[src/rtl/core/ack_pkg.sv]
`timescale 1ns / 1ps

package ack_pkg;

    localparam int MAX_STATES  = 5;
    localparam int MAX_ENTRIES = 2 * MAX_STATES;
    localparam int DIGIT_W     = 3;
    localparam int KEY_W       = DIGIT_W * MAX_ENTRIES;
    localparam int CODE_W      = 26;
    localparam int FIELD_W     = 4;
    localparam int IN_DATA_W   = 40;
    localparam int OUT_DATA_W  = 32;

    typedef logic [MAX_STATES-1:0][DIGIT_W-1:0]  t_perm;
    typedef logic [MAX_ENTRIES-1:0][DIGIT_W-1:0] t_table;
    typedef logic [KEY_W-1:0]                    t_key;
    typedef logic [CODE_W-1:0]                   t_code;

    typedef struct packed {
        logic en;
        logic valid;
    } t_stage_ctl;

    function automatic int factorial(input int n);
        int acc;
        acc = 1;
        for (int i = 2; i <= MAX_STATES; i++) begin
            if (i <= n) begin
                acc = acc * i;
            end
        end
        return acc;
    endfunction

    function automatic int code_limit(input int n);
        int acc;
        acc = 1;
        for (int i = 0; i < MAX_ENTRIES; i++) begin
            if (i < 2 * n) begin
                acc = acc * 6;
            end
        end
        return acc - 1;
    endfunction

    // idx-th permutation in lexicographic order, by repeated next-permutation
    function automatic t_perm nth_perm(input int idx, input int n);
        t_perm p;
        t_perm q;
        int    pivot;
        int    swp;
        logic [DIGIT_W-1:0] tmp;
        for (int s = 0; s < MAX_STATES; s++) begin
            p[s] = DIGIT_W'(s);
        end
        for (int k = 0; k < idx; k++) begin
            pivot = -1;
            for (int i = 0; i < MAX_STATES - 1; i++) begin
                if (i < n - 1 && p[i] < p[i+1]) begin
                    pivot = i;
                end
            end
            if (pivot >= 0) begin
                swp = pivot;
                for (int j = 0; j < MAX_STATES; j++) begin
                    if (j < n && j > pivot && p[j] > p[pivot]) begin
                        swp = j;
                    end
                end
                tmp      = p[pivot];
                p[pivot] = p[swp];
                p[swp]   = tmp;
                q = p;
                for (int i = 0; i < MAX_STATES; i++) begin
                    if (i > pivot && i < n) begin
                        p[i] = q[n + pivot - i];
                    end
                end
            end
        end
        return p;
    endfunction

endpackage

[src/rtl/core/ack_digit_cell.sv]
`timescale 1ns / 1ps

module ack_digit_cell #(
    parameter int NUM_STATES = 5,
    parameter int DIGIT_IDX  = 0
) (
    input  logic                i_clk,
    input  logic                i_rst_n,
    input  ack_pkg::t_stage_ctl i_ctl,
    input  ack_pkg::t_key       i_best,
    input  ack_pkg::t_code      i_code,
    output logic                o_valid,
    output ack_pkg::t_key       o_best,
    output ack_pkg::t_code      o_code
);

    localparam int LSB = (2 * NUM_STATES - 1 - DIGIT_IDX) * ack_pkg::DIGIT_W;

    logic                        r_valid;
    ack_pkg::t_key               r_best;
    ack_pkg::t_code              r_code;
    ack_pkg::t_code              n_code;
    logic [ack_pkg::DIGIT_W-1:0] w_digit;

    assign w_digit = i_best[LSB +: ack_pkg::DIGIT_W];
    // code * 6 + digit
    assign n_code  = (i_code << 2) + (i_code << 1) + ack_pkg::CODE_W'(w_digit);

    always_ff @(posedge i_clk) begin
        if (!i_rst_n) begin
            r_valid <= 1'b0;
        end else if (i_ctl.en) begin
            r_valid <= i_ctl.valid;
        end
    end

    always_ff @(posedge i_clk) begin
        if (i_ctl.en) begin
            r_best <= i_best;
            r_code <= n_code;
        end
    end

    assign o_valid = r_valid;
    assign o_best  = r_best;
    assign o_code  = r_code;

endmodule

[config.mk]
export PLATFORM = sky130hd
export DESIGN_NAME = ack_digit_cell
export DESIGN_NICKNAME = d
export VERILOG_FILES = /design/src/rtl/core/ack_pkg.sv /design/src/rtl/core/ack_digit_cell.sv
export SDC_FILE = /design/constraint.sdc
export NUM_CORES = 1
export LEC_CHECK = 0
export ABC_AREA = 1
export BUFFER_PORTS_ARGS = -buffer_cell sky130_fd_sc_hd__buf_4
export CAP_MARGIN = 10
export CORE_ASPECT_RATIO = 0.7
export CORE_MARGIN = 2
export CORE_UTILIZATION = 25
export DETAILED_ROUTE_END_ITERATION = 8
export GPL_TIMING_DRIVEN = 0
export PLACE_DENSITY_LB_ADDON = 0.2
export SYNTH_ARGS = -nofsm -noshare
export SYNTH_HDL_FRONTEND = slang
export SYNTH_SLANG_ARGS = --single-unit
[constraint.sdc]
create_clock -name i_clk -period 4.9 [get_ports i_clk]
set_input_delay 0.49 -clock i_clk [delete_from_list [all_inputs] [get_ports i_clk]]
set_output_delay 0.49 -clock i_clk [all_outputs]
set_load 0.05 [all_outputs]
==> metrics.cfg, run 1 <==
[outcome]
outcome = complete, no violations

[global_routing]
antenna_found_initial = 0
grt_pass1_wl_mm = 15.0
grt-ovfl-total = 0
grt_pass1_vias = 3074
grt_max_degree = 58
grt_usage_pct = 12.3

[setup_path]
cp-end-kind = flip-flop
max_stage_delay_ps = 470
timing.rr.end = o_valid
startpoint_type = primary input
rrSetupSlack_ps = 4230
path_max_fanout = 4
cp_common_cell = nand2_1
crit_type = in2reg
crit_start = i_best[29]
critical_path_arrival_ps = 2540
critPathRequiredTime_ps = 4950
setup.worst_path.end = o_code[14]
crit_chain = buf_4 > fa_1 > ha_1 > fa_1 > nand3_1 > nand3_1 > nand2_1 > nand2_1 > nand2_1 > nand2_1 > xor2_1
reg2reg_from = o_valid
slowest_stage = fa_1
rr_worst_depth = 2

[synth]
yosysMostFrequentCell = nand2_1
syn_area_um2 = 3700
synth_warnings = 0
synth.avg_cell_area_um2 = 8.52
async_flop_share_pct = 0
synth_common_cells = 157 x nand2_1, 78 x inv_1, 55 x edfxtp_1, 46 x ha_1, 23 x nor2_1
ys_types = 20
syn_inst = 434
synth-seq-area-share_pct = 45.2
synth_ff_type = edfxtp_1
yosysTopAreaCell = edfxtp_1
yosys.area.top_type_share_pct = 44.7
ys_ff_latch = 56
synth_edf_count = 55
syn_nets = 542
synth_area_leaders = edfxtp_1 45%, nand2_1 16%, ha_1 16%

[cells_and_area]
drive_above_1_share_pct = 23.5
antenna_cells = 0
final_nets = 664
final_area_um2 = 4970
final_util_pct = 34.1
nFillCells = 1557
layout.cells.non_filler = 752
area_growth_pct = 34.5

[hold_path]
min-delay-start = i_best[19]
hold_class = in2reg

[detailed_routing]
via_count = 3112
dr.pass1.iters = 5
viasPerCell = 4.14
wl_met2_mm = 3.79
routed.top_layer = met4
wl_met1_mm = 4.90
wirelength_mm = 9.35
drt-initial-drc-count = 89
wl_met3_um = 601
drcViolationCount = 0
wl_per_cell_um = 12.4
antenna_left = 0

[clock_network]
htreeDepth = 2
cts_resized = 0
clkTransAtPathRegs_ps = 80
clkLatencyLatePin_ps = 290
cts_hold_buffers = 0
cts_sinks = 56
cts_tree = done
cts_made_buffers = 5
cts.path.max_buffers = 2
clock-root-buffer = clkbuf_16
cts_setup_buffers = 0

[timing]
fin_crit_sh_pct = 50.8
max_freq_ghz = 0.402
finalHoldViolCount = 0
fin_skew_ps = 0
finalSetupTns_ps = 0
period_needed_ps = 2490
tightestPinTransition_ps = 757
slew_viol_final = 0
max-slew-margin-rel_pct = 49.5
rsz0062_at_grt = no
setup_violations = 0

[power_and_ir_drop]
power.density_nw_per_um2 = 339
p_leak_nw = 2.57
peakVddDrop_v = 0.000128
power_mw = 1.69

[place]
place_area_um2 = 4800
dp.cells = 744
port_buffers = 115
dp_hpwl_mm = 7.64
gp_congestion = 0.818

[job]
drv_cap = 0

[die]
dieArea_um2 = 15800
row_count = 37
ios = 117
die_h_um = 106
dieWidth_um = 149
coreArea_um2 = 14600
initial_core_util_pct = 25.3

## power by group
part	leakage [nW]	total, mW	switching [mW]	internal, mW
Combinational	1.94	0.643	0.439	0.203
Sequential	0.546	0.620	0.0169	0.604
Clock	0.0815	0.423	0.179	0.244
## metrics by stage
stage | hold slack (ps) | worst slack, ps
finish | 368 | 2410
CTS | 357 | 2380
detailed placement | 553 | 2070
global placement | 527 | 2070
floorplan | 583 | 2430
global route | 350 | 2280
## cells in the final DEF (no fill, tap or decap), drive strengths merged, types with 5 or more instances in the layout
master,synthesis,final
nand2,160,160
buf,1,116
nand4,5,5
clkbuf,0,6
ha,46,46
edfxtp,55,55
xor2,12,12
inv,78,79
nor2,28,28
a21oi,14,14
nand3,22,22
## worst min-delay path by stage
stage	end	cells after the start
final	o_best[19]	1
after global routing	o_best[5]	1
after CTS	o_best[13]	1
after detailed placement	o_valid	2
after floorplan	o_valid	1
after global placement	o_valid	2
## worst max-delay path: cells and delay by family
family        cells  cell delay (ps)
xor+xnor          1              150
fa+ha+maj         3             1200
buf+inv           1              120
simple gates      6              610
## sequential cells by signal, summed over array words and instances (netlist names)
name     flops
o_code      25
o_best      30
o_valid      1
## kinds of logic after synthesis
family	count (synthesis)	synth area share, %
buffers and inverters	79	8.12
adders and majority gates	48	16.7
AOI/OAI and AO/OA	15	2.03
and+or+nand+nor	222	24.6
xor gates and xnor gates	14	3.32
DFF	56	45.2
## layout make-up
cell class / instances / area (um^2) / share of cell area [%]
clock buffers: 6 / 129 / 2.59
flip-flops and latches: 56 / 1670 / 33.6
clock inverters: 2 / 38.8 / 0.780
multi-input cells: 299 / 1720 / 34.7
repair buffers: 115 / 863 / 17.4
plain buffers: 1 / 7.51 / 0.151
inverters: 78 / 293 / 5.89
well taps: 195 / 244 / 4.91
## metal layers
metal	up-vias	global-route usage, %
met5	-	0
met4	0	2.86
met3	7	2.81
met2	88	18.4
met1	1386	17.9
li1	1631	-
Note: power is estimated with default switching activity, not from simulation.
==> run 2, diff against run 1 <==
- ABC_AREA: 1 -> 0
- clock period: 4.9 -> 2.4 ns (I/O delays scaled with it)
==> metrics.cfg, run 2 <==
[outcome]
outcome = finished with violations
violations = setup timing

[global_routing]
grt_pass1_wl_mm = 12.0  ; -20%
grt_max_degree = 57  ; -1.7%
antenna_found_initial = 0  ; unchanged
grt_pass1_vias = 2363  ; -23%
grt-ovfl-total = 0  ; unchanged
grt_usage_pct = 10.7  ; -1.5 points

[detailed_routing]
via_count = 2447  ; -21%
viasPerCell = 4.47  ; +7.9%
antenna_left = 0  ; unchanged
wl_per_cell_um = 13.9  ; +12%
wirelength_mm = 7.63  ; -18%
dr.pass1.iters = 4  ; -1
drt-initial-drc-count = 100  ; +12%
drcViolationCount = 0  ; unchanged

[setup_path]
crit_type = in2reg
path_max_fanout = 4  ; unchanged
max_stage_delay_ps = 450  ; -20 ps
critical_path_arrival_ps = 2520  ; -20 ps
crit_chain = buf_6 > fa_2 > ha_2 > fa_2 > a21o_1 > a221oi_4 > and3_4 > o21ai_4 > a21oi_2 > o21bai_1 > xor2_1
cp_common_cell = fa_2
rr_worst_depth = 2  ; unchanged
critPathRequiredTime_ps = 2430  ; -2520 ps
startpoint_type = primary input
slowest_stage = fa_2
cp-end-kind = flip-flop

[timing]
rsz0062_at_grt = yes
fin_skew_ps = 0  ; unchanged
max_freq_ghz = 0.401
period_needed_ps = 2490
max-slew-margin-rel_pct = 52.9  ; +3.4 points
finalSetupTns_ps = -196  ; -196 ps
setup_violations = 4  ; +4
layout_setup_ws_ps = -92.7  ; -2500 ps
slew_viol_final = 0  ; unchanged
fin_crit_sh_pct = 104
tightestPinTransition_ps = 707  ; -50.8 ps
finalHoldViolCount = 0  ; unchanged

[place]
gp_congestion = 0.814  ; -0.59%
place_area_um2 = 4310  ; -10%
dp_hpwl_mm = 6.05  ; -21%
port_buffers = 115  ; unchanged
dp.cells = 534  ; -28%

[cells_and_area]
final_area_um2 = 4610  ; -7.2%
drive_above_1_share_pct = 39.1  ; +16 points
antenna_cells = 0  ; unchanged
layout.cells.non_filler = 548  ; -27%
final_cell_mix = 119 x buf_4, 55 x edfxtp_1, 45 x ha_1, 20 x a21oi_1, 14 x xnor2_1
final_nets = 493  ; -26%
final_common_cell = buf_4
largest_reg_flops = 30  ; unchanged
area_growth_pct = 42.6
nFillCells = 1273  ; -18%

[die]
initial_core_util_pct = 25.9  ; +0.51 points
dieWidth_um = 140  ; -6.3%
row_count = 34  ; -8.1%
dieArea_um2 = 13900  ; -12%
ios = 117  ; unchanged
coreArea_um2 = 12500  ; -14%
die_h_um = 99.2  ; -6.2%

[power_and_ir_drop]
pwr-share-comb_pct = 38.9  ; +0.8 points
peakVddDrop_v = 0.000366  ; +180%
seqPwrFrac_pct = 37.6  ; +0.8 points
switchingPower_mw = 1.19  ; +86%
power_mw = 3.38  ; +100%
p_int_mw = 2.19  ; +110%
switching_share_pct = 35.1  ; -2.6 points
pwr-share-clk_pct = 23.4  ; -1.7 points
power.density_nw_per_um2 = 732  ; +120%
p_leak_nw = 1.99  ; -23%

[clock_network]
clkTransAtPathRegs_ps = 70  ; about the same
cts_made_buffers = 5  ; unchanged
cts_hold_buffers = 0  ; unchanged
htreeDepth = 2  ; unchanged
cts_sinks = 56  ; unchanged
cts_tree = done
clkLatencyLatePin_ps = 280  ; about the same
clock-root-buffer = clkbuf_16
cts.path.max_buffers = 2  ; unchanged

[synth]
syn_nets = 365  ; -33%
syn_inst = 257  ; -41%
synth_warnings = 0  ; unchanged
synth_edf_count = 55  ; unchanged
yosys.area.top_type_share_pct = 51.1  ; +6.4 points
synth_ff_type = edfxtp_1
async_flop_share_pct = 0  ; unchanged
syn_area_um2 = 3230  ; -12%
synth-seq-area-share_pct = 51.7  ; +6.5 points
yosysTopAreaCell = edfxtp_1
synth.avg_cell_area_um2 = 12.6  ; +48%
yosysMostFrequentCell = edfxtp_1
ys_ff_latch = 56  ; unchanged
ys_types = 39  ; +95%
synth_common_cells = 55 x edfxtp_1, 46 x ha_1, 25 x a21oi_1, 15 x xnor2_1, 14 x nand2_1
synth_area_leaders = edfxtp_1 51%, ha_1 18%, xnor2_1 4.1%

[job]
drv_cap = 0  ; unchanged

[hold_path]
holdPathStages = 1  ; unchanged
hold_class = in2reg

## run 2: cell types whose count changed after synthesis, sizes merged, moves of 4 or more
cell	delta
a21o	+4
nor3	+4
o21bai	+5
a21oi	+11
nor2	-15
nor2b	+4
xor2	-4
nand2	-146
o21ai	+13
and3	+4
nand3	-19
inv	-72
xnor2	+13
## run 2: through the flow
stage          worst slack, ps  util [%]  hold slack (ps)
3_3_place_gp              -640      34.5              419
6_report                 -92.7      36.9              131
2_1_floorplan             -258         -              339
4_1_cts                  -88.6      36.5              118
5_1_grt                   -178      36.9              115
3_5_place_dp              -660      34.5              419
## run 2: cells by family (layout without fill, tap and decap cells)
logic type	count (synthesis)	in the layout	share of synthesized area, %
AOI/OAI and AO/OA	63	63	13.0
xor gates and xnor gates	23	23	6.23
adders and majority gates	48	48	19.0
buffers and inverters	11	140	1.51
DFF	56	56	51.7
muxes	1	1	0.309
and+or+nand+nor	55	55	8.28
## run 2: final timing paths
path | slack, ps | endpoint | from
setup / recovery | -90 | o_code[18] | i_best[29]
hold / removal | 130 | o_best[16] | i_best[16]
setup reg to reg | 1780 | o_valid | o_valid
hold reg to reg | 540 | o_valid | o_valid
## run 2: cell type report
| type | count | area (um^2) | share of cell area [%] |
|---|---|---|---|
| multi-input cells | 190 | 1610 | 34.8 |
| plain buffers | 5 | 26.3 | 0.570 |
| repair buffers | 121 | 920 | 19.9 |
| flip-flops and latches | 56 | 1670 | 36.2 |
| clock buffers | 6 | 129 | 2.79 |
| inverters | 6 | 22.5 | 0.488 |
| well taps | 162 | 203 | 4.39 |
| clock inverters | 2 | 35.0 | 0.759 |
## run 2: power by group through the flow
| stage | logic [mW] | clock network, mW | registers [mW] |
|---|---|---|---|
| global placement | 1.26 | 0 | 1.29 |
| floorplan | 0.412 | 0 | 1.74 |
| finish | 1.31 | 0.791 | 1.27 |
| global route | 1.41 | 0.862 | 1.28 |
| detailed placement | 1.27 | 0 | 1.29 |
| CTS | 1.31 | 0.828 | 1.27 |
## run 2: critical path, delay by kind of cell
family | cells | cell delay (ps)
adder cells (fa/ha/maj) | 3 | 1010
buffers and inverters | 1 | 100
AND/OR/NAND/NOR | 1 | 240
XOR/XNOR | 1 | 140
AO/OA/AOI/OAI | 5 | 780
## run 2: per-layer routing
layer	up-vias	global-route usage (%)	routed length, um
met1	1117	15.9	4000
met5	-	0	0
met4	0	3.15	87
li1	1243	-	-
met3	6	1.88	377
met2	81	16.1	3170
## run 2: timing repair
item / CTS / global route
setup endpoints to repair: 7 / 12
resized for setup: 11 / 7
pin swaps: 8 / 10
buffers inserted: 5 / 2
==> run 3, diff against run 2 <==
- CORE_ASPECT_RATIO: 0.7 -> 0.8
==> metrics.cfg, run 3 (same netlist as run 2, synthesis figures left out) <==
[cells_and_area]
final_area_um2 = 4610  ; -0.11%
nFillCells = 1289  ; +1.3%
final_nets = 493  ; unchanged
antenna_cells = 0  ; unchanged
area_growth_pct = 42.5
final_util_pct = 36.2  ; -0.69 points
drive_above_1_share_pct = 38.3  ; -0.78 points
layout.cells.non_filler = 561  ; +2.4%
largest_reg_flops = 30  ; unchanged
final_cell_mix = 118 x buf_4, 55 x edfxtp_1, 45 x ha_1, 19 x a21oi_1
final_common_cell = buf_4

[detailed_routing]
drcViolationCount = 0  ; unchanged
wl_met3_um = 473  ; +25%
via_count = 2452  ; +0.20%
dr.pass1.iters = 4  ; unchanged
wl_met1_mm = 3.86  ; -3.6%
antenna_left = 0  ; unchanged
wirelength_mm = 7.56  ; -0.90%
viasPerCell = 4.37  ; -2.1%
drt-initial-drc-count = 143  ; +43%
routed.top_layer = met4
wl_per_cell_um = 13.5  ; -3.2%
wl_met2_mm = 3.16  ; -0.22%

[clock_network]
clkLatencyLatePin_ps = 280  ; about the same
cts_tree = done
cts_made_buffers = 5  ; unchanged
clkTransAtPathRegs_ps = 70  ; about the same
cts_hold_buffers = 0  ; unchanged
cts_sinks = 56  ; unchanged
htreeDepth = 2  ; unchanged
cts.path.max_buffers = 2  ; unchanged
clock-root-buffer = clkbuf_16

[timing]
tightestPinTransition_ps = 724  ; +17.2 ps
finalSetupTns_ps = -389  ; -193 ps
max-slew-margin-rel_pct = 51.7  ; -1.1 points
finalHoldViolCount = 0  ; unchanged
layout_setup_ws_ps = -122  ; -29.4 ps
fin_skew_ps = 0  ; unchanged
slew_viol_final = 0  ; unchanged
period_needed_ps = 2520  ; +29.4 ps
hold-worst-slack_ps = 131  ; +0.179 ps
setup_violations = 6  ; +2
fin_crit_sh_pct = 105  ; +1.2 points
max_freq_ghz = 0.396  ; -1.2%
rsz0062_at_grt = yes

[global_routing]
grt_usage_pct = 10.9  ; +0.17 points
grt_max_degree = 57  ; unchanged
grt-ovfl-total = 0  ; unchanged
antenna_found_initial = 0  ; unchanged
grt_pass1_wl_mm = 12.2  ; +1.9%
grt_pass1_vias = 2356  ; -0.30%

[power_and_ir_drop]
power.density_nw_per_um2 = 710  ; -2.9%
peakVddDrop_v = 0.000314  ; -14%
power_mw = 3.27  ; -3.0%
p_leak_nw = 1.97  ; -0.74%

[outcome]
violations = setup timing
outcome = finished with violations

[die]
dieWidth_um = 131  ; -6.3%
row_count = 37  ; +8.8%
dieArea_um2 = 13900  ; about the same
initial_core_util_pct = 25.4  ; -0.45 points
coreArea_um2 = 12700  ; +1.8%
die_h_um = 106  ; +6.6%
ios = 117  ; unchanged

[setup_path]
crit_type = in2reg
max_stage_delay_ps = 460  ; about the same
startpoint_type = primary input
cp-end-kind = flip-flop
critPathRequiredTime_ps = 2430  ; about the same
cp_common_cell = fa_2
crit_chain = buf_8 > fa_2 > ha_2 > fa_2 > a21o_1 > a221oi_4 > and3_4 > o21ai_4 > a311oi_2 > xnor2_1
critical_path_arrival_ps = 2560  ; +40 ps
rr_worst_depth = 2  ; unchanged
slowest_stage = fa_2
path_max_fanout = 4  ; unchanged

[place]
dp.cells = 547  ; +2.4%
place_ws_ps = -667  ; -6.82 ps
port_buffers = 115  ; unchanged
place_area_um2 = 4330  ; +0.38%
dp_hpwl_mm = 5.96  ; -1.4%
gp_congestion = 0.857  ; +5.3%

[hold_path]
hold_class = in2reg
holdPathStages = 1  ; unchanged

[job]
drv_cap = 0  ; unchanged

## run 3: final cells by class
type                    count  area [um^2]  area share, %
plain buffers               5         26.3          0.570
clock buffers               7          133           2.88
clock inverters             1         3.75         0.0815
inverters                   6         22.5          0.489
multi-input cells         190         1610           34.8
flip-flops and latches     56         1670           36.3
well taps                 175          219           4.75
repair buffers            121          927           20.1
## run 3: worst paths after layout
| path | startpoint | endpoint | slack, ps |
|---|---|---|---|
| worst min register to register | o_valid | o_valid | 550 |
| worst min-delay path | i_best[25] | o_best[25] | 130 |
| worst max-delay path | i_best[29] | o_code[24] | -120 |
| worst max register to register | o_valid | o_valid | 1790 |
## run 3: repair_timing
item / 4_1_cts / 5_1_grt
resized for setup: 8 / 12
pin swaps: 4 / 13
setup endpoints to repair: 6 / 14
setup buffers: 2 / 4
## run 3: critical path: cells and delay by family
| kind | cells | cell delay, ps |
|---|---|---|
| AO/OA/AOI/OAI | 4 | 830 |
| XOR/XNOR | 1 | 100 |
| adder cells (fa/ha/maj) | 3 | 1030 |
| buffers and inverters | 1 | 100 |
| AND/OR/NAND/NOR | 1 | 250 |
## run 3: power by group
group	internal [mW]	leakage, nW	switching, mW
combinational	0.465	1.36	0.850
sequential	1.24	0.547	0.0339
clock	0.385	0.0655	0.302
total	2.09	1.97	1.19
## run 3: per-layer routing
metal	up-vias	GRT usage, %
li1	1235	-
met3	4	2.98
met2	79	16.2
met1	1134	15.5
met5	-	0
met4	0	3.11
