--- config.mk ---
export PLATFORM = sky130hd
export DESIGN_NAME = ack_perm_cell
export DESIGN_NICKNAME = d
export VERILOG_FILES = /design/src/rtl/core/ack_pkg.sv /design/src/rtl/core/ack_perm_cell.sv
export SDC_FILE = /design/constraint.sdc
export NUM_CORES = 1
export LEC_CHECK = 0
export ABC_AREA = 1
export ABC_CLOCK_PERIOD_IN_PS = 3000
export BUFFER_PORTS_ARGS = -buffer_cell sky130_fd_sc_hd__buf_2
export CAP_MARGIN = 25
export CORE_MARGIN = 4
export CORE_UTILIZATION = 51
export CTS_BUF_LIST = sky130_fd_sc_hd__clkbuf_4
export DETAILED_ROUTE_END_ITERATION = 8
export PLACE_DENSITY = 0.88
export SYNTH_ARGS = -nofsm -noshare
export SYNTH_HDL_FRONTEND = slang
export SYNTH_SLANG_ARGS = --single-unit
--- constraint.sdc ---
create_clock -name i_clk -period 3 [get_ports i_clk]
set_input_delay 0.3 -clock i_clk [delete_from_list [all_inputs] [get_ports i_clk]]
set_output_delay 0.3 -clock i_clk [all_outputs]
set_load 0.005 [all_outputs]
--- src/rtl/core/ack_pkg.sv ---
`timescale 1ns / 1ps

package ack_pkg;

    localparam int MAX_STATES  = 5;
    localparam int MAX_ENTRIES = 2 * MAX_STATES;
    localparam int DIGIT_W     = 3;
    localparam int KEY_W       = DIGIT_W * MAX_ENTRIES;
    localparam int CODE_W      = 26;
    localparam int FIELD_W     = 4;
    localparam int IN_DATA_W   = 40;
    localparam int OUT_DATA_W  = 32;

    typedef logic [MAX_STATES-1:0][DIGIT_W-1:0]  t_perm;
    typedef logic [MAX_ENTRIES-1:0][DIGIT_W-1:0] t_table;
    typedef logic [KEY_W-1:0]                    t_key;
    typedef logic [CODE_W-1:0]                   t_code;

    typedef struct packed {
        logic en;
        logic valid;
    } t_stage_ctl;

    function automatic int factorial(input int n);
        int acc;
        acc = 1;
        for (int i = 2; i <= MAX_STATES; i++) begin
            if (i <= n) begin
                acc = acc * i;
            end
        end
        return acc;
    endfunction

    function automatic int code_limit(input int n);
        int acc;
        acc = 1;
        for (int i = 0; i < MAX_ENTRIES; i++) begin
            if (i < 2 * n) begin
                acc = acc * 6;
            end
        end
        return acc - 1;
    endfunction

    // idx-th permutation in lexicographic order, by repeated next-permutation
    function automatic t_perm nth_perm(input int idx, input int n);
        t_perm p;
        t_perm q;
        int    pivot;
        int    swp;
        logic [DIGIT_W-1:0] tmp;
        for (int s = 0; s < MAX_STATES; s++) begin
            p[s] = DIGIT_W'(s);
        end
        for (int k = 0; k < idx; k++) begin
            pivot = -1;
            for (int i = 0; i < MAX_STATES - 1; i++) begin
                if (i < n - 1 && p[i] < p[i+1]) begin
                    pivot = i;
                end
            end
            if (pivot >= 0) begin
                swp = pivot;
                for (int j = 0; j < MAX_STATES; j++) begin
                    if (j < n && j > pivot && p[j] > p[pivot]) begin
                        swp = j;
                    end
                end
                tmp      = p[pivot];
                p[pivot] = p[swp];
                p[swp]   = tmp;
                q = p;
                for (int i = 0; i < MAX_STATES; i++) begin
                    if (i > pivot && i < n) begin
                        p[i] = q[n + pivot - i];
                    end
                end
            end
        end
        return p;
    endfunction

endpackage

--- src/rtl/core/ack_perm_cell.sv ---
`timescale 1ns / 1ps

module ack_perm_cell #(
    parameter int           NUM_STATES = 5,
    parameter ack_pkg::t_perm PERM     = '0
) (
    input  logic               i_clk,
    input  logic               i_rst_n,
    input  ack_pkg::t_stage_ctl i_ctl,
    input  ack_pkg::t_table    i_table,
    input  ack_pkg::t_key      i_best,
    output logic               o_valid,
    output ack_pkg::t_table    o_table,
    output ack_pkg::t_key      o_best
);

    ack_pkg::t_table w_moved;
    ack_pkg::t_key   w_key;
    logic                        r_valid;
    ack_pkg::t_table             r_table;
    ack_pkg::t_key               r_best;
    ack_pkg::t_key               n_best;
    logic [ack_pkg::DIGIT_W-1:0] w_t;

    // relabel rows and targets
    always_comb begin
        w_moved = '0;
        w_t     = '0;
        for (int s = 0; s < NUM_STATES; s++) begin
            for (int b = 0; b < 2; b++) begin
                w_t = i_table[2*s+b];
                for (int u = 0; u < NUM_STATES; u++) begin
                    if (w_t == ack_pkg::DIGIT_W'(u + 1)) begin
                        w_moved[2*PERM[s]+b] = PERM[u] + ack_pkg::DIGIT_W'(1);
                    end
                end
            end
        end
    end

    // first entry in the most significant digit
    always_comb begin
        w_key = '0;
        for (int k = 0; k < 2 * NUM_STATES; k++) begin
            w_key[(2*NUM_STATES-1-k)*ack_pkg::DIGIT_W +: ack_pkg::DIGIT_W] = w_moved[k];
        end
    end

    assign n_best = (w_key < i_best) ? w_key : i_best;

    always_ff @(posedge i_clk) begin
        if (!i_rst_n) begin
            r_valid <= 1'b0;
        end else if (i_ctl.en) begin
            r_valid <= i_ctl.valid;
        end
    end

    always_ff @(posedge i_clk) begin
        if (i_ctl.en) begin
            r_table <= i_table;
            r_best  <= n_best;
        end
    end

    assign o_valid = r_valid;
    assign o_table = r_table;
    assign o_best  = r_best;

endmodule

==> results of run 1 <==
power groups by stage:
| stage | logic [W] | registers [W] | clock network (W) |
|---|---|---|---|
| detailed placement | 0.000195 | 0.00104 | 0 |
| finish | 0.000193 | 0.00102 | 0.000618 |
| global route | 0.000216 | 0.00102 | 0.000670 |
| global placement | 0.000189 | 0.00103 | 0 |
| floorplan | 0.0000504 | 0.00105 | 0 |
| CTS | 0.000196 | 0.00102 | 0.000629 |
final cells by class:
cell class,count,area share
clock buffers,10,0.0222
clock inverters,6,0.0229
inverters,36,0.0399
multi-input cells,110,0.159
flip-flops and latches,61,0.538
well taps,67,0.0248
repair buffers,128,0.192
worst max-delay path, stage by stage:
cell	delay, ns
buf_2	0.12
nor3_1	0.21
nor2_1	0.06
nor2_1	0.12
nand2_1	0.09
ha_1	0.29
nand2_1	0.05
nor2_1	0.10
nand2_1	0.06
nor2_1	0.12
nand2_1	0.19
buf_4	0.24
a21boi_0	0.21
per-layer routing:
| layer | up-vias | track usage |
|---|---|---|
| li1 | 972 | - |
| met1 | 866 | 0.191 |
| met2 | 84 | 0.310 |
| met3 | 7 | 0.0619 |
| met4 | 0 | 0.0839 |
| met5 | - | 0 |
registers in the layout, indices dropped and copies added, names as in the netlist:
name,count
o_best,30
o_valid,1
o_table,30
worst max-delay path by stage:
stage | start | to
4_1_cts | i_table[29] | o_best[14]$_SDFFCE_PN0P_
5_1_grt | i_table[29] | o_best[14]$_SDFFCE_PN0P_
3_3_place_gp | i_table[8] | o_best[24]$_DFFE_PP_
3_5_place_dp | i_table[29] | o_best[14]$_SDFFCE_PN0P_
2_1_floorplan | i_table[20] | o_best[0]$_SDFFCE_PN0P_
6_report | i_table[29] | o_best[14]$_SDFFCE_PN0P_
synthesized netlist by cell type (all sizes together):
cell and instances:
a21boi 6, a21oi 21, buf 5, clkbuf 1
conb 1, dfxtp 1, edfxtp 60, ha 2
inv 36, nand2 42, nand3 5, nor2 23
nor3 4, o21ai 5
stage by stage:
stage	cell area, um^2	cells	total power [W]	utilization
after floorplan	2550	213	0.00110	-
after global placement	3230	402	0.00122	0.675
after detailed placement	3230	402	0.00123	0.675
after CTS	3380	418	0.00184	0.707
after global routing	3380	418	0.00191	0.707
final	3380	418	0.00183	0.707
cells by family after synthesis:
family | count (synthesis) | share of synthesized area
compound gates | 32 | 0.0837
fa+ha+maj | 2 | 0.00984
buf+inv | 42 | 0.0728
flops | 61 | 0.717
other cells | 1 | 0.00147
simple gates | 74 | 0.116
==> metrics.log, run 1 <==
INFO  metric final-seq-area = 0.00182 mm^2
INFO  metric layout.nets = 412
INFO  metric worstRegToRegCells = 2
INFO  metric ys_types = 20
INFO  metric holdWs = 0.0986 ns
INFO  metric report.final.slew_viol_count = 0
INFO  metric synth_register_bits = 61
INFO  metric grt_antenna_before_repair = 0
INFO  metric post-dp-hpwl = 4210 um
INFO  metric ys_warn_count = 0
INFO  metric route.detailed.vias_per_inst = 4.61
INFO  metric grt.total_usage = 0.177
INFO  metric worst_slew_pin_slew = 0.780 ns
INFO  metric num_rows = 25
INFO  metric mostFrequentLayoutCells = 124 x buf_2, 60 x edfxtp_1, 41 x nand2_1
INFO  metric comb_pwr_share = 0.106
INFO  metric grt_setup_unrepaired = no
INFO  metric synth.avg_cell_area = 12.0 um^2
INFO  metric timing.slew.headroom = 0.480
INFO  metric min-delay-path-class = in2reg
INFO  metric clock_tree.htree_level_count = 3
INFO  metric finalWorstSetupSlack = 1.06 ns
INFO  metric initial_core_util = 0.531
INFO  metric hold_violations = 0
INFO  metric final_antenna_net_count = 0
INFO  metric core-area = 0.00479 mm^2
INFO  metric pin_count = 125
INFO  metric area_delta_synth_final = 33.1%
INFO  metric drt-total-wl = 5430 um
INFO  metric arrival_time_of_data_at_the_critical_path_endpoint = 2.16 ns
INFO  metric clock_tree.buffer_depth = 2
INFO  metric status = complete, no violations
INFO  metric fp.dieW = 78.6 um
INFO  metric cts_resized = 0
INFO  metric worstSetupStartpointType = primary input
INFO  metric max_cap_violations = 0
INFO  metric p_sw = 0.000395 W
INFO  metric min_to = o_table[21]$_DFFE_PP_
INFO  metric period_needed = 1.94 ns
INFO  metric detailedRoute.firstPassIterationCount = 4
INFO  metric wire_length_of_the_first_global_routing_pass = 8140 um
INFO  metric grt_start_max_net_pins = 38
INFO  metric wl_per_cell = 13.0 um
INFO  metric die_area = 0.00618 mm^2
INFO  metric port_buffers = 124
INFO  metric critical_path.reg2reg.endpoint = o_valid$_SDFFE_PN0P_
INFO  metric gp_routability_congestion = 0.684
INFO  metric post-cts-setup-buffers = 0
INFO  metric final-setup-viol-count = 0
INFO  metric critPathCaptureType = register
INFO  metric synth_top_area_frac = 0.709
INFO  metric num_vias = 1929
INFO  metric drtIter0Drc = 98
INFO  metric drcViolationCount = 0
INFO  metric route.top_layer_used = met4
INFO  metric p_int = 0.00143 W
INFO  metric multiInputGateArea = 539 um^2
INFO  metric worstSkewPairLatency = 0.39 ns
INFO  metric fraction_of_final_layout_cells_with_drive_strength_greater_than_1 = 0.459
INFO  metric final_worst_path_cycle_share = 0.648
INFO  metric root_buffer = clkbuf_4
INFO  metric leakage = 1.59 nW
INFO  metric syn-cell-area = 0.00254 mm^2
INFO  metric vdd_ir_drop_max = 301 uV
INFO  metric number_of_instances_in_the_synthesized_netlist = 212
INFO  metric totalNegativeSetupSlack = 0 ns
INFO  metric timing.hold.worst.start = i_table[21]
INFO  metric detailroute.wirelength.met2 = 2830 um
INFO  metric clock_transition_at_the_register_clock_pins_on_the_worst_setup_and_hold_paths_after_cts = 0.10 ns
INFO  metric amount_of_wire_on_met3_after_detailed_routing = 520 um
INFO  metric n_fill_cell = 375
INFO  metric cts_inserted_buffers = 9
INFO  metric path_max_fanout = 10
INFO  metric via_count_of_the_first_global_routing_pass = 1822
INFO  metric seq_power_share = 0.556
INFO  metric endpoint_required_time_on_the_critical_path = 3.22 ns
INFO  metric die-height = 78.6 um
INFO  metric share_of_power_burned_in_the_clock_network = 0.338
INFO  metric cts_tree = yes
INFO  metric timing.hold.worst_path_depth = 1
INFO  metric power.density = 540 mW/mm^2
INFO  metric switching_share = 0.216
INFO  metric synth.top_cells.by_area = edfxtp_1 71%, nand2_1 6.1%, inv_1 4.3%
INFO  metric timing.fmax = 514 MHz
INFO  metric wl_met1 = 2020 um
INFO  metric final_common_cell = buf_2
INFO  metric ff2ff_setup_slack = 2.34 ns
INFO  metric synth.yosys.seq_area_share = 0.717
INFO  metric reg2reg_from = o_valid$_SDFFE_PN0P_
INFO  metric clock-skew-final = 0 ns
INFO  metric netlist.top_cell.by_area = edfxtp_1
INFO  metric clock_sink_count = 61
INFO  metric setup.worst_path.class = in2reg
INFO  metric globalRoute.totalOverflow = 0
INFO  metric holdBufCountCts = 0
INFO  metric placement.setup.worst_slack = 0.620 ns
INFO  metric diode_insertion_count_for_antenna_repair = 0
(Power assumes the default switching activity.)
==> inputs of run 2 (changes only) <==
--- a/config.mk
+++ b/config.mk
@@ -6,14 +6,14 @@
 export NUM_CORES = 1
 export LEC_CHECK = 0
 export ABC_AREA = 1
-export ABC_CLOCK_PERIOD_IN_PS = 3000
+export ABC_CLOCK_PERIOD_IN_PS = 1700
 export BUFFER_PORTS_ARGS = -buffer_cell sky130_fd_sc_hd__buf_2
 export CAP_MARGIN = 25
 export CORE_MARGIN = 4
-export CORE_UTILIZATION = 51
+export CORE_UTILIZATION = 43
 export CTS_BUF_LIST = sky130_fd_sc_hd__clkbuf_4
 export DETAILED_ROUTE_END_ITERATION = 8
-export PLACE_DENSITY = 0.88
+export PLACE_DENSITY = 0.79
 export SYNTH_ARGS = -nofsm -noshare
 export SYNTH_HDL_FRONTEND = slang
 export SYNTH_SLANG_ARGS = --single-unit
==> constraint.sdc (replaced) <==
create_clock -name i_clk -period 1.7 [get_ports i_clk]
set_input_delay 0.17 -clock i_clk [delete_from_list [all_inputs] [get_ports i_clk]]
set_output_delay 0.17 -clock i_clk [all_outputs]
set_load 0.005 [all_outputs]
==> run 2 against run 1 <==
Against the previous run: design area increased by 12%; die area increased by 17%; register-to-register slack got worse by 1.9 ns; highest routed layer unchanged; critical endpoint is now o_best[24]$_DFFE_PP_; core utilization decreased by 3.1 points.
==> metrics.log, run 2 (synthesized netlist as in run 1, its figures left out) <==
INFO  metric min-delay-path-class = in2reg
INFO  metric arrival_time_of_data_at_the_critical_path_endpoint = 1.72 ns
INFO  metric fp.dieW = 84.9 um
INFO  metric n_fill_cell = 443
INFO  metric path_max_fanout = 8
INFO  metric vdd_ir_drop_max = 424 uV
INFO  metric worstSetupStartpointType = primary input
INFO  metric port_buffers = 124
INFO  metric grt_antenna_before_repair = 0
INFO  metric timing.hold.worst_path_depth = 3
INFO  metric critPathCaptureType = register
INFO  metric placement.setup.worst_slack = -0.336 ns
INFO  metric cts_tree = yes
INFO  metric detailedRoute.firstPassIterationCount = 4
INFO  metric report.power.total = 0.00319 W
INFO  metric gp_routability_congestion = 0.734
INFO  metric placed_cells = 414
INFO  metric post-cts-setup-buffers = 0
INFO  metric multiInputGateArea = 567 um^2
INFO  metric drt-total-wl = 6400 um
INFO  metric globalRoute.totalOverflow = 0
INFO  metric clock_tree.buffer_depth = 2
INFO  metric pin_count = 125
INFO  metric report.final.slew_viol_count = 0
INFO  metric timing.fmax = 647 MHz
INFO  metric endpoint_required_time_on_the_critical_path = 1.87 ns
INFO  metric route.detailed.vias_per_inst = 4.63
INFO  metric area_delta_synth_final = 49.0%
INFO  metric min_to = o_best[24]$_DFFE_PP_
INFO  metric die_area = 0.00721 mm^2
INFO  metric post-dp-hpwl = 4400 um
INFO  metric grt_start_max_net_pins = 40
INFO  metric switching_share = 0.235
INFO  metric final_antenna_net_count = 0
INFO  metric clock_transition_at_the_register_clock_pins_on_the_worst_setup_and_hold_paths_after_cts = 0.10 ns
INFO  metric worstSkewPairLatency = 0.40 ns
INFO  metric hold_violations = 0
INFO  metric drcViolationCount = 0
INFO  metric num_vias = 2130
INFO  metric leakage = 1.75 nW
INFO  metric mostFrequentLayoutCells = 124 x buf_2, 60 x edfxtp_1, 40 x nand2_1
INFO  metric wire_length_of_the_first_global_routing_pass = 9820 um
INFO  metric num_rows = 27
INFO  metric fraction_of_final_layout_cells_with_drive_strength_greater_than_1 = 0.443
INFO  metric clock_tree.htree_level_count = 3
INFO  metric die-height = 84.9 um
INFO  metric finalWorstSetupSlack = 0.155 ns
INFO  metric power.density = 843 mW/mm^2
INFO  metric diode_insertion_count_for_antenna_repair = 0
INFO  metric final_cell_count_no_fill = 460
INFO  metric wl_per_cell = 13.9 um
INFO  metric cts_inserted_buffers = 9
INFO  metric period_needed = 1.54 ns
INFO  metric initial_core_util = 0.453
INFO  metric holdWs = 0.0463 ns
INFO  metric comb_pwr_share = 0.134
INFO  metric critical_path.reg2reg.endpoint = o_valid$_SDFFE_PN0P_
INFO  metric root_buffer = clkbuf_4
INFO  metric final-seq-area = 0.00182 mm^2
INFO  metric clock-skew-final = 0 ns
INFO  metric status = complete, no violations
INFO  metric drtIter0Drc = 80
INFO  metric final-setup-viol-count = 0
INFO  metric layout.nets = 449
INFO  metric ff2ff_setup_slack = 0.46 ns
INFO  metric reg2reg_from = o_valid$_SDFFE_PN0P_
INFO  metric seq_power_share = 0.562
INFO  metric final_common_cell = buf_2
INFO  metric setup.worst_path.class = in2reg
INFO  metric p_sw = 0.000750 W
INFO  metric timing.hold.worst.start = i_best[24]
INFO  metric via_count_of_the_first_global_routing_pass = 2117
INFO  metric clock_sink_count = 61
INFO  metric max_cap_violations = 0
INFO  metric final_worst_path_cycle_share = 0.909
INFO  metric worstRegToRegCells = 3
INFO  metric p_int = 0.00244 W
INFO  metric share_of_power_burned_in_the_clock_network = 0.304
INFO  metric core-area = 0.00561 mm^2
INFO  metric grt.total_usage = 0.179
## run 2: area by class of cell
| class | count | share of cell area |
|---|---|---|
| flip-flops and latches | 61 | 0.481 |
| repair buffers | 165 | 0.276 |
| multi-input cells | 110 | 0.150 |
| inverters | 36 | 0.0357 |
| well taps | 72 | 0.0238 |
| clock buffers | 10 | 0.0198 |
| clock inverters | 6 | 0.0145 |
## run 2: how the worst max path moves through the flow
stage                      startpoint                       end  slack (ns)  cells past startpoint
after CTS                 i_table[26]  o_best[20]$_SDFFCE_PN0P_         0.1                     13
after global placement    i_table[26]   o_best[0]$_SDFFCE_PN0P_       -0.28                     13
after detailed placement  i_table[26]  o_best[20]$_SDFFCE_PN0P_       -0.34                     13
after global routing      i_table[20]      o_best[24]$_DFFE_PP_       -0.04                     14
after floorplan           i_table[20]   o_best[0]$_SDFFCE_PN0P_        0.02                     12
final                     i_table[26]      o_best[24]$_DFFE_PP_        0.16                     14
## run 2: power groups by stage
stage | sequential (W) | combinational [W] | clock (W)
final | 0.00180 | 0.000429 | 0.000970
after global routing | 0.00181 | 0.000472 | 0.00107
after CTS | 0.00180 | 0.000421 | 0.000992
after detailed placement | 0.00183 | 0.000367 | 0
after global placement | 0.00183 | 0.000356 | 0
after floorplan | 0.00185 | 0.0000890 | 0
## run 2: worst max-delay path, cell delays in order
cell	delay, ns
buf_2	0.12
nor3_1	0.18
nor2_1	0.07
nor2_2	0.12
nand2_2	0.09
ha_4	0.27
nand2_2	0.06
nor2_4	0.10
nand2_1	0.05
nor2_1	0.08
nand2_1	0.08
buf_4	0.17
nand3_1	0.08
nand2_1	0.05
## run 2: metrics by stage
stage,area [um^2],util,setup TNS (ns)
after floorplan,2550,-,0
after global placement,3330,0.593,-6.71
after detailed placement,3330,0.593,-8.09
after CTS,3760,0.670,0
after global routing,3790,0.676,-0.128
final,3790,0.676,0
## run 2: repair_timing
action / 4_1_cts / 5_1_grt
resized for setup: 0 / 8
endpoints found under the hold margin: 29 / 0
hold buffers: 30 / 0
endpoints found under the setup margin: 0 / 28
## run 2: per-layer routing
| layer | GRT usage | up-vias | share of wire | wire length, um |
|---|---|---|---|---|
| met5 | 0 | - | 0 | 0 |
| met4 | 0.0633 | 0 | 0.017 | 106 |
| met3 | 0.0621 | 8 | 0.085 | 541 |
| met2 | 0.312 | 89 | 0.54 | 3430 |
| met1 | 0.202 | 983 | 0.36 | 2330 |
| li1 | - | 1050 | - | - |
==> inputs of run 3 (changes only) <==
--- a/config.mk
+++ b/config.mk
@@ -6,14 +6,14 @@
 export NUM_CORES = 1
 export LEC_CHECK = 0
 export ABC_AREA = 1
-export ABC_CLOCK_PERIOD_IN_PS = 1700
+export ABC_CLOCK_PERIOD_IN_PS = 1500
 export BUFFER_PORTS_ARGS = -buffer_cell sky130_fd_sc_hd__buf_2
 export CAP_MARGIN = 25
 export CORE_MARGIN = 4
-export CORE_UTILIZATION = 43
+export CORE_UTILIZATION = 47
 export CTS_BUF_LIST = sky130_fd_sc_hd__clkbuf_4
 export DETAILED_ROUTE_END_ITERATION = 8
-export PLACE_DENSITY = 0.79
+export PLACE_DENSITY = 0.82
 export SYNTH_ARGS = -nofsm -noshare
 export SYNTH_HDL_FRONTEND = slang
 export SYNTH_SLANG_ARGS = --single-unit
==> constraint.sdc (replaced) <==
create_clock -name i_clk -period 1.5 [get_ports i_clk]
set_input_delay 0.15 -clock i_clk [delete_from_list [all_inputs] [get_ports i_clk]]
set_output_delay 0.15 -clock i_clk [all_outputs]
set_load 0.005 [all_outputs]
==> run 3 against run 2 <==
Against the previous run: global-route usage is 2.3 points higher; non-clock buffer count is 1 higher; design area is 4.9% higher; highest routed layer unchanged; worst hold slack better by 0.023 ns; the run now ends with setup timing left; first-iteration DRC count is 50% higher; combinational power is 25% higher; largest power group unchanged; count of clock-buffer cells in the layout stayed put.
==> metrics.log, run 3 (synthesized netlist as in run 1, its figures left out) <==
INFO  metric amount_of_wire_on_met3_after_detailed_routing = 613 um
INFO  metric endpoint_required_time_on_the_critical_path = 1.64 ns
INFO  metric worstSkewPairLatency = 0.37 ns
INFO  metric leakage = 1.83 nW
INFO  metric multiInputGateArea = 691 um^2
INFO  metric final_worst_path_cycle_share = 1.04
INFO  metric clock_tree.buffer_depth = 2
INFO  metric mostFrequentLayoutCells = 119 x buf_2, 60 x edfxtp_1, 32 x nand2_1
INFO  metric detailedRoute.firstPassIterationCount = 4
INFO  metric grt_antenna_before_repair = 0
INFO  metric diode_insertion_count_for_antenna_repair = 0
INFO  metric final_common_cell = buf_2
INFO  metric final_design_area_no_fill = 0.00397 mm^2
INFO  metric report.final.slew_viol_count = 0
INFO  metric die_area = 0.00665 mm^2
INFO  metric drtIter0Drc = 120
INFO  metric initial_core_util = 0.492
INFO  metric placed_cells = 412
INFO  metric finalWorstSetupSlack = -0.0643 ns
INFO  metric arrival_time_of_data_at_the_critical_path_endpoint = 1.71 ns
INFO  metric grt_setup_unrepaired = yes
INFO  metric globalRoute.totalOverflow = 0
INFO  metric route.top_layer_used = met4
INFO  metric pin_count = 125
INFO  metric placedInstanceArea = 0.00333 mm^2
INFO  metric final-seq-area = 0.00182 mm^2
INFO  metric final_cell_count_no_fill = 459
INFO  metric vdd_ir_drop_max = 455 uV
INFO  metric crit_path_start = i_table[20]
INFO  metric hold_violations = 0
INFO  metric report.power.total = 0.00383 W
INFO  metric clock-skew-final = 0 ns
INFO  metric final_antenna_net_count = 0
INFO  metric layout.nets = 450
INFO  metric cts_inserted_buffers = 9
INFO  metric wire_length_of_the_first_global_routing_pass = 9870 um
INFO  metric critical_path.reg2reg.endpoint = o_valid$_SDFFE_PN0P_
INFO  metric detailroute.wirelength.met2 = 3760 um
INFO  metric die-height = 81.6 um
INFO  metric worstRegToRegCells = 3
INFO  metric placement.setup.worst_slack = -0.466 ns
INFO  metric area_delta_synth_final = 56.3%
INFO  metric violations = setup timing
INFO  metric grt_start_max_net_pins = 63
INFO  metric fraction_of_final_layout_cells_with_drive_strength_greater_than_1 = 0.512
INFO  metric grt.total_usage = 0.202
INFO  metric wl_met1 = 2700 um
INFO  metric core-area = 0.00517 mm^2
INFO  metric worstSetupStartpointType = primary input
INFO  metric root_buffer = clkbuf_4
INFO  metric setup.worst_path.class = in2reg
INFO  metric n_fill_cell = 320
INFO  metric wl_per_cell = 15.8 um
INFO  metric ff2ff_setup_slack = 0.26 ns
INFO  metric drt-total-wl = 7260 um
INFO  metric power.density = 964 mW/mm^2
INFO  metric reg2reg_from = o_valid$_SDFFE_PN0P_
INFO  metric critPathCaptureType = register
INFO  metric cts_tree = yes
INFO  metric clock_sink_count = 61
INFO  metric timing.fmax = 639 MHz
INFO  metric clock_tree.htree_level_count = 3
INFO  metric totalNegativeSetupSlack = -0.244 ns
INFO  metric gp_routability_congestion = 0.728
INFO  metric min-delay-path-class = in2reg
INFO  metric via_count_of_the_first_global_routing_pass = 2128
INFO  metric num_rows = 26
INFO  metric port_buffers = 124
INFO  metric route.detailed.vias_per_inst = 4.73
INFO  metric fp.dieW = 81.6 um
INFO  metric clock_transition_at_the_register_clock_pins_on_the_worst_setup_and_hold_paths_after_cts = 0.10 ns
INFO  metric max_cap_violations = 0
INFO  metric status = complete, but fails checks
INFO  metric period_needed = 1.56 ns
INFO  metric final-setup-viol-count = 15
INFO  metric timing.critical_path.to = o_best[24]$_DFFE_PP_
INFO  metric num_vias = 2170
INFO  metric post-dp-hpwl = 4230 um
INFO  metric path_max_fanout = 6
INFO  metric drcViolationCount = 0
==> run 3: cell count changes in the layout (fill, tap and decap cells not counted), moves of 4 or more <==
| cell | delta |
|---|---|
| buf_6 | +6 |
| nand2_1 | -8 |
| nor2_1 | -7 |
| nand2_2 | +6 |
| nor2_4 | +4 |
| a21boi_0 | -5 |
| buf_2 | -5 |
| a21boi_1 | +4 |
==> run 3: where the power goes <==
| group | internal [W] | switching [W] | leakage [nW] |
|---|---|---|---|
| registers | 0.00201 | 0.0000328 | 0.589 |
| logic | 0.000271 | 0.000264 | 1.15 |
| clock network | 0.000680 | 0.000576 | 0.0852 |
| total | 0.00296 | 0.000873 | 1.83 |
==> run 3: cell type report <==
| type | count | area share |
|---|---|---|
| Timing Repair Buffer | 166 | 0.272 |
| Tap cell | 70 | 0.0220 |
| Multi-Input combinational cell | 110 | 0.174 |
| Sequential cell | 61 | 0.459 |
| Inverter | 36 | 0.0346 |
| Clock inverter | 6 | 0.0195 |
| Clock buffer | 10 | 0.0189 |
==> run 3: worst min path at each step <==
stage	startpoint	to	depth (start not counted)
after global placement	i_table[21]	o_table[21]$_DFFE_PP_	1
final	i_table[23]	o_table[23]$_DFFE_PP_	2
after global routing	i_table[23]	o_table[23]$_DFFE_PP_	2
after detailed placement	i_table[22]	o_table[22]$_DFFE_PP_	1
after CTS	i_best[27]	o_best[27]$_DFFE_PP_	3
after floorplan	i_ctl[1]	o_valid$_SDFFE_PN0P_	1
==> run 3: worst max-delay path: stages <==
cell and delay (ns):
buf_2 0.13, o21ai_2 0.17, o21ai_1 0.10, nor2_1 0.13
nand2_2 0.10, ha_4 0.28, nand2_4 0.04, nor2_4 0.08
nand2_2 0.07, nor2_4 0.13, nand2_4 0.07, buf_6 0.13
nand3_2 0.06, nand2_1 0.05
==> run 3: layer usage <==
metal	track usage	vias to the layer above
met1	0.217	989
met3	0.0636	19
met4	0.0828	0
met2	0.364	113
met5	0	-
li1	-	1049
==> run 3: timing repair <==
| item | in CTS | in global routing |
|---|---|---|
| setup buffers | 0 | 1 |
| endpoints found under the hold margin | 29 | 0 |
| gates resized for setup | 6 | 46 |
| hold buffers | 30 | 0 |
| pin swaps | 1 | 16 |
| endpoints found under the setup margin | 8 | 28 |
==> run 3: stage by stage <==
stage	hold WS, ns	utilization
floorplan	0.243	-
global placement	0.339	0.645
detailed placement	0.343	0.645
CTS	0.0287	0.737
global route	0.0460	0.768
finish	0.0688	0.768
